`config.mk`:
```
export PLATFORM = sky130hd
export DESIGN_NAME = char_lcd_bus_write_sequencer_core
export DESIGN_NICKNAME = d
export VERILOG_FILES = /design/src/rtl/lcdseq_pkg.sv /design/src/rtl/lcdseq_front.sv /design/src/rtl/lcdseq_queue.sv /design/src/rtl/lcdseq_back.sv /design/src/rtl/char_lcd_bus_write_sequencer_core.sv
export SDC_FILE = /design/constraint.sdc
export NUM_CORES = 1
export LEC_CHECK = 0
export BUFFER_PORTS_ARGS = -buffer_cell sky130_fd_sc_hd__clkbuf_2
export CAP_MARGIN = 20
export CORE_UTILIZATION = 30
export DETAILED_ROUTE_END_ITERATION = 10
export PLACE_DENSITY = 0.54
export SLEW_MARGIN = 20
export SYNTH_ARGS = -nofsm -noshare
export SYNTH_HDL_FRONTEND = slang
export SYNTH_HIERARCHICAL = 1
export SYNTH_SLANG_ARGS = --single-unit
```
`constraint.sdc`:
```
create_clock -name clock -period 3.7 [get_ports clock]
set_clock_uncertainty 0.2 [all_clocks]
set_input_delay 0.74 -clock clock [delete_from_list [all_inputs] [get_ports clock]]
set_output_delay 0.74 -clock clock [all_outputs]
set_load 0.03 [all_outputs]
```
`src/rtl/lcdseq_pkg.sv`:
```
// types, codes and constant tables shared by the lcd bus write sequencer
`default_nettype none

package lcdseq_pkg;

   localparam int BYTE_W    = 8;
   localparam int CMD_W     = 3;
   localparam int COLUMN_W  = 6;
   localparam int CSR_IDX_W = 3;

   // request codes
   localparam logic [CMD_W-1:0] CMD_BYTE   = 3'd0;
   localparam logic [CMD_W-1:0] CMD_DATA   = 3'd1;
   localparam logic [CMD_W-1:0] CMD_CURSOR = 3'd2;
   localparam logic [CMD_W-1:0] CMD_CLEAR  = 3'd3;
   localparam logic [CMD_W-1:0] CMD_INIT   = 3'd4;

   // register indexes
   localparam logic [CSR_IDX_W-1:0] CSR_FOUR_BIT_BUS     = 3'd0;
   localparam logic [CSR_IDX_W-1:0] CSR_FIRST_LINE_BASE  = 3'd1;
   localparam logic [CSR_IDX_W-1:0] CSR_SECOND_LINE_BASE = 3'd2;
   localparam logic [CSR_IDX_W-1:0] CSR_ENABLE_HIGH_MS   = 3'd3;
   localparam logic [CSR_IDX_W-1:0] CSR_ENABLE_LOW_MS    = 3'd4;
   localparam logic [CSR_IDX_W-1:0] CSR_DATA_SETUP_MS    = 3'd5;
   localparam logic [CSR_IDX_W-1:0] CSR_POWER_ON_MS      = 3'd6;

   localparam logic [BYTE_W-1:0] CLEAR_BYTE = 8'h01;

   // index of the final byte of each init list
   localparam logic [1:0] INIT_LAST_8 = 2'd2;
   localparam logic [1:0] INIT_LAST_4 = 2'd3;

   typedef struct packed {
      logic [CMD_W-1:0]    cmd;
      logic [BYTE_W-1:0]   byte_value;
      logic                row;
      logic [COLUMN_W-1:0] column;
   } req_type;

   typedef struct packed {
      logic              reg_select;
      logic              read_write;
      logic              enable;
      logic [BYTE_W-1:0] data_bus;
      logic [BYTE_W-1:0] hold_ms;
      logic              last;
   } rsp_type;

   typedef struct packed {
      logic              four_bit_bus;
      logic [BYTE_W-1:0] first_line_base;
      logic [BYTE_W-1:0] second_line_base;
      logic [BYTE_W-1:0] enable_high_ms;
      logic [BYTE_W-1:0] enable_low_ms;
      logic [BYTE_W-1:0] data_setup_ms;
      logic [BYTE_W-1:0] power_on_ms;
   } cfg_type;

   typedef enum logic [1:0] {
      JOB_CMD,
      JOB_DATA,
      JOB_INIT
   } job_kind_type;

   typedef struct packed {
      job_kind_type      kind;
      logic [BYTE_W-1:0] byte_val;
   } job_type;

   typedef struct packed {
      logic    valid;
      job_type job;
   } queue_head_type;

   function automatic logic [BYTE_W-1:0] init_byte(input logic four_bit, input logic [1:0] idx);
      logic [BYTE_W-1:0] b;
      b = 8'h00;
      if (four_bit) begin
         case (idx)
            2'd0:    b = 8'h02;
            2'd1:    b = 8'h28;
            2'd2:    b = 8'h0C;
            default: b = 8'h06;
         endcase
      end else begin
         case (idx)
            2'd0:    b = 8'h3C;
            2'd1:    b = 8'h0C;
            default: b = 8'h01;
         endcase
      end
      return b;
   endfunction

endpackage

`default_nettype wire

```
`src/rtl/lcdseq_front.sv`:
```
// front end: takes requests, drops unknown codes and turns the rest into jobs
`default_nettype none

module lcdseq_front (
   input  wire                   req_valid,
   input  lcdseq_pkg::req_type   req_data,
   output logic                  req_stall,
   input  lcdseq_pkg::cfg_type   cfg,
   input  wire                   queue_full,
   output logic                  push,
   output lcdseq_pkg::job_type   push_job
);

   logic                          accept;
   logic                          known;
   logic [lcdseq_pkg::BYTE_W-1:0] line_base;

   assign req_stall = queue_full;
   assign accept    = req_valid && !req_stall;
   assign line_base = req_data.row ? cfg.second_line_base : cfg.first_line_base;

   always_comb begin
      known             = 1'b1;
      push_job.kind     = lcdseq_pkg::JOB_CMD;
      push_job.byte_val = req_data.byte_value;
      unique case (req_data.cmd)
         lcdseq_pkg::CMD_BYTE: begin
            push_job.kind = lcdseq_pkg::JOB_CMD;
         end
         lcdseq_pkg::CMD_DATA: begin
            push_job.kind = lcdseq_pkg::JOB_DATA;
         end
         lcdseq_pkg::CMD_CURSOR: begin
            // address wraps at 256
            push_job.byte_val = line_base + {2'b00, req_data.column};
         end
         lcdseq_pkg::CMD_CLEAR: begin
            push_job.byte_val = lcdseq_pkg::CLEAR_BYTE;
         end
         lcdseq_pkg::CMD_INIT: begin
            push_job.kind = lcdseq_pkg::JOB_INIT;
         end
         default: begin
            known = 1'b0;
         end
      endcase
   end

   assign push = accept && known;

endmodule

`default_nettype wire

```
`src/rtl/lcdseq_queue.sv`:
```
// short job queue between the front end and the phase generator
`default_nettype none

module lcdseq_queue #(
   parameter int DEPTH = 4
) (
   input  wire                        clock,
   input  wire                        reset,
   input  wire                        push,
   input  lcdseq_pkg::job_type        push_job,
   input  wire                        pop,
   output logic                       full,
   output lcdseq_pkg::queue_head_type head
);

   localparam int PTR_W = (DEPTH > 1) ? $clog2(DEPTH) : 1;
   localparam int CNT_W = $clog2(DEPTH + 1);

   lcdseq_pkg::job_type slot_ff [DEPTH];
   logic [PTR_W-1:0]    wr_ptr_ff, wr_ptr_in;
   logic [PTR_W-1:0]    rd_ptr_ff, rd_ptr_in;
   logic [CNT_W-1:0]    count_ff, count_in;
   logic                do_push;
   logic                do_pop;

   assign full       = (count_ff == CNT_W'(DEPTH));
   assign head.valid = (count_ff != '0);
   assign head.job   = slot_ff[rd_ptr_ff];
   assign do_push    = push && !full;
   assign do_pop     = pop && head.valid;

   always_comb begin
      wr_ptr_in = wr_ptr_ff;
      rd_ptr_in = rd_ptr_ff;
      count_in  = count_ff;
      if (do_push) begin
         wr_ptr_in = (wr_ptr_ff == PTR_W'(DEPTH - 1)) ? '0 : wr_ptr_ff + 1'b1;
      end
      if (do_pop) begin
         rd_ptr_in = (rd_ptr_ff == PTR_W'(DEPTH - 1)) ? '0 : rd_ptr_ff + 1'b1;
      end
      if (do_push && !do_pop) begin
         count_in = count_ff + 1'b1;
      end else if (do_pop && !do_push) begin
         count_in = count_ff - 1'b1;
      end
   end

   always_ff @(posedge clock) begin
      if (reset) begin
         wr_ptr_ff <= '0;
         rd_ptr_ff <= '0;
         count_ff  <= '0;
      end else begin
         wr_ptr_ff <= wr_ptr_in;
         rd_ptr_ff <= rd_ptr_in;
         count_ff  <= count_in;
      end
   end

   always_ff @(posedge clock) begin
      if (do_push) begin
         slot_ff[wr_ptr_ff] <= push_job;
      end
   end

endmodule

`default_nettype wire

```
`src/rtl/lcdseq_back.sv`:
```
// back end: walks the job at the queue head and emits one bus phase per cycle unless rsp_stall holds the output
`default_nettype none

module lcdseq_back (
   input  wire                        clock,
   input  wire                        reset,
   input  lcdseq_pkg::cfg_type        cfg,
   input  lcdseq_pkg::queue_head_type head,
   output logic                       pop,
   output logic                       rsp_valid,
   input  wire                        rsp_stall,
   output lcdseq_pkg::rsp_type        rsp_data
);

   logic                          pre_done_ff, pre_done_in;
   logic                          en_lo_ff, en_lo_in;
   logic                          nib_ff, nib_in;
   logic [1:0]                    byte_idx_ff, byte_idx_in;
   logic                          rsp_valid_ff, rsp_valid_in;
   lcdseq_pkg::rsp_type           rsp_data_ff, rsp_data_in;

   logic                          emit;
   logic                          prefix;
   logic                          final_byte;
   logic                          final_phase;
   logic [1:0]                    last_idx;
   logic [lcdseq_pkg::BYTE_W-1:0] cur_byte;
   logic [lcdseq_pkg::BYTE_W-1:0] bus_val;
   lcdseq_pkg::rsp_type           phase;

   assign emit   = head.valid && (!rsp_valid_ff || !rsp_stall);
   assign prefix = (head.job.kind != lcdseq_pkg::JOB_CMD) && !pre_done_ff;

   assign last_idx = (head.job.kind != lcdseq_pkg::JOB_INIT) ? 2'd0 :
                     cfg.four_bit_bus ? lcdseq_pkg::INIT_LAST_4 : lcdseq_pkg::INIT_LAST_8;
   assign cur_byte = (head.job.kind == lcdseq_pkg::JOB_INIT) ?
                     lcdseq_pkg::init_byte(cfg.four_bit_bus, byte_idx_ff) : head.job.byte_val;
   assign bus_val  = !cfg.four_bit_bus ? cur_byte :
                     nib_ff ? {4'h0, cur_byte[3:0]} : {4'h0, cur_byte[7:4]};

   assign final_byte  = (byte_idx_ff == last_idx) && (nib_ff || !cfg.four_bit_bus);
   assign final_phase = !prefix && en_lo_ff && final_byte;
   assign pop         = emit && final_phase;

   always_comb begin
      phase.reg_select = (head.job.kind == lcdseq_pkg::JOB_DATA);
      phase.read_write = 1'b0;
      phase.last       = final_phase;
      if (prefix) begin
         phase.enable   = 1'b0;
         phase.data_bus = '0;
         phase.hold_ms  = (head.job.kind == lcdseq_pkg::JOB_DATA) ? cfg.data_setup_ms
                                                                  : cfg.power_on_ms;
      end else begin
         phase.enable   = !en_lo_ff;
         phase.data_bus = bus_val;
         phase.hold_ms  = en_lo_ff ? cfg.enable_low_ms : cfg.enable_high_ms;
      end
   end

   always_comb begin
      pre_done_in = pre_done_ff;
      en_lo_in    = en_lo_ff;
      nib_in      = nib_ff;
      byte_idx_in = byte_idx_ff;
      if (emit) begin
         if (prefix) begin
            pre_done_in = 1'b1;
         end else if (!en_lo_ff) begin
            en_lo_in = 1'b1;
         end else begin
            en_lo_in = 1'b0;
            if (cfg.four_bit_bus && !nib_ff) begin
               nib_in = 1'b1;
            end else begin
               nib_in = 1'b0;
               if (final_byte) begin
                  byte_idx_in = '0;
                  pre_done_in = 1'b0;
               end else begin
                  byte_idx_in = byte_idx_ff + 1'b1;
               end
            end
         end
      end
   end

   // output register parts the queue from the result side
   always_comb begin
      rsp_data_in  = rsp_data_ff;
      rsp_valid_in = rsp_valid_ff && rsp_stall;
      if (emit) begin
         rsp_valid_in = 1'b1;
         rsp_data_in  = phase;
      end
   end

   always_ff @(posedge clock) begin
      if (reset) begin
         pre_done_ff  <= 1'b0;
         en_lo_ff     <= 1'b0;
         nib_ff       <= 1'b0;
         byte_idx_ff  <= '0;
         rsp_valid_ff <= 1'b0;
      end else begin
         pre_done_ff  <= pre_done_in;
         en_lo_ff     <= en_lo_in;
         nib_ff       <= nib_in;
         byte_idx_ff  <= byte_idx_in;
         rsp_valid_ff <= rsp_valid_in;
      end
   end

   always_ff @(posedge clock) begin
      rsp_data_ff <= rsp_data_in;
   end

   assign rsp_valid = rsp_valid_ff;
   assign rsp_data  = rsp_data_ff;

   a_last_en_low : assert property (@(posedge clock) disable iff (reset)
      (rsp_valid_ff && rsp_data_ff.last) |-> !rsp_data_ff.enable)
      else $error("final phase with enable high");

   a_high_then_low : assert property (@(posedge clock) disable iff (reset)
      (emit && !prefix && !en_lo_ff) |=> en_lo_ff)
      else $error("enable-high phase not followed by enable-low");

   a_nibble_mode : assert property (@(posedge clock) disable iff (reset)
      nib_ff |-> cfg.four_bit_bus)
      else $error("low nibble pending on eight-bit bus");

   a_prefix_not_last : assert property (@(posedge clock) disable iff (reset)
      (emit && prefix) |-> !pop)
      else $error("job retired on its setup phase");

endmodule

`default_nettype wire

```
`src/rtl/char_lcd_bus_write_sequencer_core.sv`:
```
// top level of the character lcd bus write sequencer
//
//   channel   direction  handshake             payload
//   req_      in         req_valid/req_stall   lcdseq_pkg::req_type
//   rsp_      out        rsp_valid/rsp_stall   lcdseq_pkg::rsp_type
//   csr_      in         csr_wr_en             csr_index, csr_wr_data
//
// one bus phase leaves per cycle from the phase generator unless rsp_stall holds it; a request
//   has as many phases as this: 2 or 4 for a byte, 3 or 5 for data, 7 or 17 for init
// requests enter at one per cycle, while the queue is not full, into a job queue of QUEUE_DEPTH entries
// reset loads the register defaults and empties the queue and output register
// rsp_stall holds the output register; req_stall rises only when the queue is full
`default_nettype none

module char_lcd_bus_write_sequencer_core #(
   parameter int QUEUE_DEPTH = 4
) (
   input  wire                                    clock,
   input  wire                                    reset,
   input  wire                                    req_valid,
   output logic                                   req_stall,
   input  lcdseq_pkg::req_type                    req_data,
   output logic                                   rsp_valid,
   input  wire                                    rsp_stall,
   output lcdseq_pkg::rsp_type                    rsp_data,
   input  wire                                    csr_wr_en,
   input  wire  [lcdseq_pkg::CSR_IDX_W-1:0]       csr_index,
   input  wire  [lcdseq_pkg::BYTE_W-1:0]          csr_wr_data
);

   lcdseq_pkg::cfg_type        cfg_ff, cfg_in;
   lcdseq_pkg::job_type        push_job;
   lcdseq_pkg::queue_head_type head;
   logic                       push;
   logic                       pop;
   logic                       queue_full;

   always_comb begin
      cfg_in = cfg_ff;
      if (csr_wr_en) begin
         unique case (csr_index)
            lcdseq_pkg::CSR_FOUR_BIT_BUS:     cfg_in.four_bit_bus     = csr_wr_data[0];
            lcdseq_pkg::CSR_FIRST_LINE_BASE:  cfg_in.first_line_base  = csr_wr_data;
            lcdseq_pkg::CSR_SECOND_LINE_BASE: cfg_in.second_line_base = csr_wr_data;
            lcdseq_pkg::CSR_ENABLE_HIGH_MS:   cfg_in.enable_high_ms   = csr_wr_data;
            lcdseq_pkg::CSR_ENABLE_LOW_MS:    cfg_in.enable_low_ms    = csr_wr_data;
            lcdseq_pkg::CSR_DATA_SETUP_MS:    cfg_in.data_setup_ms    = csr_wr_data;
            lcdseq_pkg::CSR_POWER_ON_MS:      cfg_in.power_on_ms      = csr_wr_data;
            default: ;
         endcase
      end
   end

   always_ff @(posedge clock) begin
      if (reset) begin
         cfg_ff.four_bit_bus     <= 1'b1;
         cfg_ff.first_line_base  <= 8'd128;
         cfg_ff.second_line_base <= 8'd192;
         cfg_ff.enable_high_ms   <= 8'd5;
         cfg_ff.enable_low_ms    <= 8'd2;
         cfg_ff.data_setup_ms    <= 8'd50;
         cfg_ff.power_on_ms      <= 8'd40;
      end else begin
         cfg_ff <= cfg_in;
      end
   end

   lcdseq_front u_front (
      .req_valid  (req_valid),
      .req_data   (req_data),
      .req_stall  (req_stall),
      .cfg        (cfg_ff),
      .queue_full (queue_full),
      .push       (push),
      .push_job   (push_job)
   );

   lcdseq_queue #(
      .DEPTH (QUEUE_DEPTH)
   ) u_queue (
      .clock    (clock),
      .reset    (reset),
      .push     (push),
      .push_job (push_job),
      .pop      (pop),
      .full     (queue_full),
      .head     (head)
   );

   lcdseq_back u_back (
      .clock     (clock),
      .reset     (reset),
      .cfg       (cfg_ff),
      .head      (head),
      .pop       (pop),
      .rsp_valid (rsp_valid),
      .rsp_stall (rsp_stall),
      .rsp_data  (rsp_data)
   );

endmodule

`default_nettype wire

```
== Word level (Yosys, flattened, before mapping) ==
Memories as Yosys holds them, arrays and structs flattened. A register that Yosys moved wholly into a read port is not among the register bits.
Index checks and enable logic that the tools add are counted.

* Reductions and logical operators: 46
* Equality and inequality tests: 20
* Bitwise gates (word level): 2
* Add/sub/neg operators: 6
* Muxes and demuxes: 31

{| class="wikitable"
|+ Operators by type and width
! kind !! number
|-
| $mux W8 || 7
|-
| $pmux W6 S3 || 1
|-
| $pmux W8 S2 || 1
|-
| $reduce_and A2 Y1 || 8
|-
| $eq A3 B3 Y1 const B || 5
|-
| $logic_and A1 B1 Y1 || 14
|-
| $eq A3 B2 Y1 const B || 4
|-
| $mux W2 || 6
|-
| $pmux W6 S2 || 1
|-
| $mux W1 || 11
|-
| $logic_not A1 Y1 || 10
|-
| $add A8 B6 Y8 || 1
|-
| $eq A2 B2 Y1 const B || 4
|-
| $reduce_and A4 Y1 || 2
|-
| $reduce_bool A2 Y1 || 4
|-
| $add A2 B1 Y2 const B || 3
|-
| $eq A3 B1 Y1 const B || 2
|-
| $logic_not A3 Y1 || 2
|-
| $mux W3 || 2
|-
| $reduce_or A5 Y1 || 1
|-
| $eq A2 B1 Y1 const B || 2
|-
| $mux W4 || 1
|-
| $pmux W2 S2 || 1
|-
| $add A3 B1 Y3 const B || 1
|-
| other kinds (9) || 11
|}

* Register bits: 81
* Memories: 1
* Bits in writable memories: 40
* Output and inout bits: 22

{| class="wikitable"
|+ Memory list
! memory !! words !! bits a word !! rd ports !! clocked after Yosys merged registers in !! wr ports !! line !! RTL
|-
| u_queue.slot_ff || 4 || 10 || 1 || 1 || 1 || lcdseq_queue.sv:19 || <nowiki>lcdseq_pkg::job_type slot_ff [DEPTH];</nowiki>
|}

== Depth between registers and ports, before layout ==
* Depth after elaboration: 10
* Depth in mapped cells: 14
* Mapped depth without buffers: 12

== Modules after synthesis ==
Netlist, hierarchy kept.

{| class="wikitable"
|+ Modules (own cells, without submodules)
! module !! times used !! cells each !! area an instance (µm²) !! seq. area each (µm²)
|-
| char_lcd_bus_write_sequencer_core || 1 || 184 || 1,988.2 || 980.9
|-
| lcdseq_queue || 1 || 102 || 1,955.6 || 1,381.3
|-
| lcdseq_back || 1 || 139 || 1,481.4 || 690.7
|-
| lcdseq_front || 1 || 66 || 534.3 || 0.0
|}

== Worst setup path after synthesis ==
Ideal clock, no wire load.

* Kind: reg2reg
* Start point: register (tool-made name)
* End point: register u_queue.count_ff[2]
* Arrival time: 3,172 ps
* Setup time: 70 ps
* Required time: 3,430 ps
* Stages on the path, launching flop included: 15
* Path slack: 258 ps
* Cells stage by stage: dfxtp_1 buf_2 mux4_2 buf_2 nand2b_1 nor2_1 a32oi_1 nor2_1 o31ai_2 ha_1 inv_1 fa_1 xor2_1 or3_1 a21oi_1

{| class="wikitable"
|+ RTL lines
! item !! line !! RTL
|-
| end signal: assignment || lcdseq_queue.sv:57 || <nowiki>count_ff <= count_in;</nowiki>
|-
| end: declaration || lcdseq_queue.sv:22 || <nowiki>logic [CNT_W-1:0] count_ff, count_in;</nowiki>
|}

==> results.md <==
- The total setup buffers inserted after CTS is 0.
- The routability congestion estimate is between 0.8 and 0.9.
- The number of nets at the end of the flow is about 600.
- For this run, global-route usage on met2 was measured as 0.225.
- After detailed routing, the number of remaining DRC violations is 0.
- In this run the deepest clock path goes through 2 buffers.
- Hold repair after CTS inserted 0 buffers.
- The global-route total usage across every layer is 0.137.
- Port buffering added between 50 and 60 buffers.
- The count of non-filler cells in the finished layout is ~800.
- The logic depth of the worst path, buffers included is 12.
- The number of cells on the worst hold path is 2.
- The area fraction of the dominant cell type after synthesis is 0.297.
- The overall overflow remaining after global route is 0.
- The cell that appears most often on the critical path is nor2_1.
- The most used flip-flop cell after synthesis is dfxtp_1.
- The kind of critical path is reg2reg.
- The initial detailed-routing violation count is between 200 and 300.
- The via count of the first global-routing pass is roughly 4000.
- The data arrival time of the critical path is between 3000 and 4000 ps.
- In this run the tightest slew margin relative to its limit is 0.347.
- The top cell types in the final layout, fill and taps aside, are 65 x mux2i_1, 64 x dfxtp_1, 59 x edfxtp_1, 56 x nand2b_1, 54 x clkbuf_2.
- The library cell used most frequently in the layout, excluding fill and tap cells, is mux2i_1.
- Yosys mapped a number of flops with a built-in enable equal to 59.
- Using the TritonRoute via totals, the vias-per-cell ratio works out to 4.74.
- The largest individual stage delay along the critical path comes from the cell mux4_2.
- STA puts the critical path data required time at around 3800 ps.
- The per-cell routed wire length is 16.1 um.
- The number of top-level pins is 56.
- The initial antenna violation count is 0.
- The busiest layer in global routing is met2.
- The number of cells traversed by the worst register-to-register path is 12.
- For the worst-skew pair, the clock arrives at the later sink with an insertion delay of slightly above 400 ps.
- The first global-routing pass estimated ~21 mm of wire.
- Dividing total power by cell area gives a power density of between 500 and 600 nW/um^2.
- The worst setup path is captured at a flop.
- The clock tree from TritonCTS is yes.
- The count of cells resized by post-cts repair is 0.
- The average cell area after synthesis is ~12 sq um.
- The minimum setup slack after placement is between 200 and 250 ps.
- The largest stage delay on the critical path is approximately 580 ps.
- The root buffer selected by CTS is clkbuf_16.
- Entering global routing, the biggest net connects 60 pins.
- The number of different library cells used by synthesis comes to 65.
- The maximum VDD drop is 0.326 mV.
- Of all cell types, the one taking the most synthesized area is edfxtp_1.
- The final count of hold timing violations is 0.
- The first detailed-routing pass took 5 iterations.
- The total CTS buffers is 17.
- The number of levels the H-tree was split into is 4.
- The leakage power is 2.83 nW.
- Setup slack on the critical path of the routed design comes to between 300 and 400 ps.
- The async set or reset register ratio after synthesis is 0.
- The number of placed instances, taps included is 790.
- Sorting the synthesized cells by area gives the leading types as edfxtp_1 30%, dfxtp_1 21%, mux2i_1 11%.
- The clock transition at the register clock pins on the worst setup and hold paths after CTS is 50 ps.
- Dividing the final minimum period by the clock period gives 0.914.
- Broken down by cell family, the worst path's largest delay share belongs to simple AND/OR/NAND/NOR gates.
- The classification of the worst-slack hold path is reg2reg.
- The worst hold margin is 272 ps.
- The run finished with clean final reports.
- The number of rows in the core area is a little over 50.
- The via count is 3892.
- The post-synthesis instance total is about 500.
- For this run, the top clock speed supported by timing is ~0.3 GHz.
- STA classifies the critical path startpoint as a flop.
- The repair_antennas step left the layout with diodes totalling 0.
- After synthesis the netlist holds a flip-flop and latch count of 123.
- Detailed placement ended at an HPWL of a little over 9 mm.
- The met3 usage in global routing is 0.0335.
- The die outline width is approximately 140 um.
- The shortest clock period the worst path allows after layout is between 3000 and 4000 ps.
- The count of buffering cells on the critical path with inverters included is 1.
- In the final layout, the share of cells above drive strength 1 is 0.218.
- The global-route met1 utilization is 0.173.
- The area growth from synthesis to layout is 18.2%.
- Measured on the finished design, the core utilization comes to 0.362.
- In this run the remaining antenna-violating nets after routing total 0.
- The signal on the critical path passes through mux4_2, nand2b_1, nor2_1, a32oi_1, nor2_1, o31ai_2, ha_1, inv_1, fa_1, xor2_1, or3_1, a21oi_1.
- The final-report setup violation count is 0.
- The final wirelength is between 10 and 15 mm.
- The number of nets in the synthesized netlist is about 540.
- The standard cell core area is between 15000 and 20000 sq um.
- The final max-slew violation count is 0.
- The proportion of synthesized chip area in sequential cells is 0.512.
- For the pin with the worst max-slew slack, the measured transition is roughly 1000 ps.
- The floorplan step defined a die boundary enclosing 20400 sq um.
- In this run the worst path has a maximum fanout of 5.
- Setup repair after global routing left no endpoint under its margin.
- In this run the cell area of the synthesized design comes to 5960 sq um.
- Setup total negative slack on the finished layout was measured at 0 ps.
- The number of max-capacitance violations reported is 0.
- During synthesis, Yosys emitted a total of 6 warnings.
- The clock sink total is between 100 and 150.
- The die is between 100 and 150 um tall.
- The initial utilization of the core area, before any placement, comes to 0.306.
[synth_stat cells, drive strengths merged, types with 2 or more instances]
| cell type | number |
|---|---|
| nor2b | 2 |
| nor3b | 4 |
| buf | 24 |
| and3 | 4 |
| edfxtp | 59 |
| o211ai | 2 |
| nand4bb | 4 |
| nand4b | 3 |
| o21a | 2 |
| clkbuf | 8 |
| nand2b | 56 |
| mux2 | 6 |
| a21oi | 13 |
| nor4b | 2 |
| xor2 | 6 |
| nor2 | 41 |
| a21o | 2 |
| o31ai | 5 |
| nand3b | 2 |
| a22o | 2 |
| o311ai | 8 |
| o21ai | 18 |
| fa | 2 |
| ha | 16 |
| a211oi | 6 |
| inv | 8 |
| mux2i | 66 |
| mux4 | 10 |
| a21boi | 2 |
| dfxtp | 64 |
| nand2 | 10 |
| nand3 | 5 |
| nor3 | 8 |
| or3 | 3 |
[layer usage]
layer | vias up | wire, um
met5 | - | 0
met4 | 0 | 206
met3 | 20 | 499
met2 | 86 | 6370
met1 | 1894 | 6170
li1 | 1892 | -
[worst paths after layout]
kind,endpoint,slack (ps),startpoint
worst max-delay path,u_queue/count_ff[2],320,flop
worst min-delay path,cfg_ff[31],270,cfg_ff[31]
worst max register to register,u_queue/count_ff[2],320,flop
worst min register to register,cfg_ff[31],270,cfg_ff[31]
[worst reg2reg max path, stage by stage, from the launching register on]
cell and delay, ps:
dfxtp_1 410, mux4_2 580, nand2b_1 180, nor2_1 60, a32oi_1 300, nor2_1 110, o31ai_2 110, ha_1 250
inv_1 60, fa_1 370, xor2_1 190, or3_1 330, a21oi_1 160
[area by class of cell]
cell class / instances / area (sq um)
inverter: 10 / 63.8
timing repair buffer: 66 / 360
clock buffer: 20 / 437
tap: 265 / 332
sequential: 123 / 3050
fill: 1877 / 12400
clock inverter: 11 / 151
multi-input combinational: 326 / 2650
[report_power, final]
group	internal [mW]	total, mW	switching [mW]
Combinational	0.230	0.683	0.454
Sequential	1.58	1.64	0.0619
Clock	1.11	1.66	0.551
Total	2.92	3.99	1.07
[per-stage QoR]
| step | power, mW | cell area, sq um |
|---|---|---|
| 5_1_grt | 4.15 | 7040 |
| 2_1_floorplan | 2.15 | 5960 |
| 4_1_cts | 4.04 | 7040 |
| 3_3_place_gp | 2.35 | 6460 |
| 3_5_place_dp | 2.37 | 6460 |
| 6_report | 3.99 | 7040 |
[registers in the layout, indices dropped and copies added, names as in the netlist, named ones only]
signal and count:
cfg_ff 49, u_back/byte_idx_ff 2, u_back/en_lo_ff 1, u_back/nib_ff 1, u_back/pre_done_ff 1, u_back/rsp_data 19, u_back/rsp_valid 1, u_queue/count_ff 3
u_queue/rd_ptr_ff 2, u_queue/slot_ff 40, u_queue/wr_ptr_ff 2
[kinds of logic (layout without fill, tap and decap cells)]
family,after synthesis,in the layout,share of synthesized area
simple gates,152,152,0.152
xor+xnor,7,7,0.0103
flops,123,123,0.512
compound gates,66,66,0.0794
fa+ha+maj,18,18,0.0403
buf+inv,42,107,0.0435
mux,82,82,0.162
other cells,1,1,0.000629
Power figures use the tool's default switching activity.
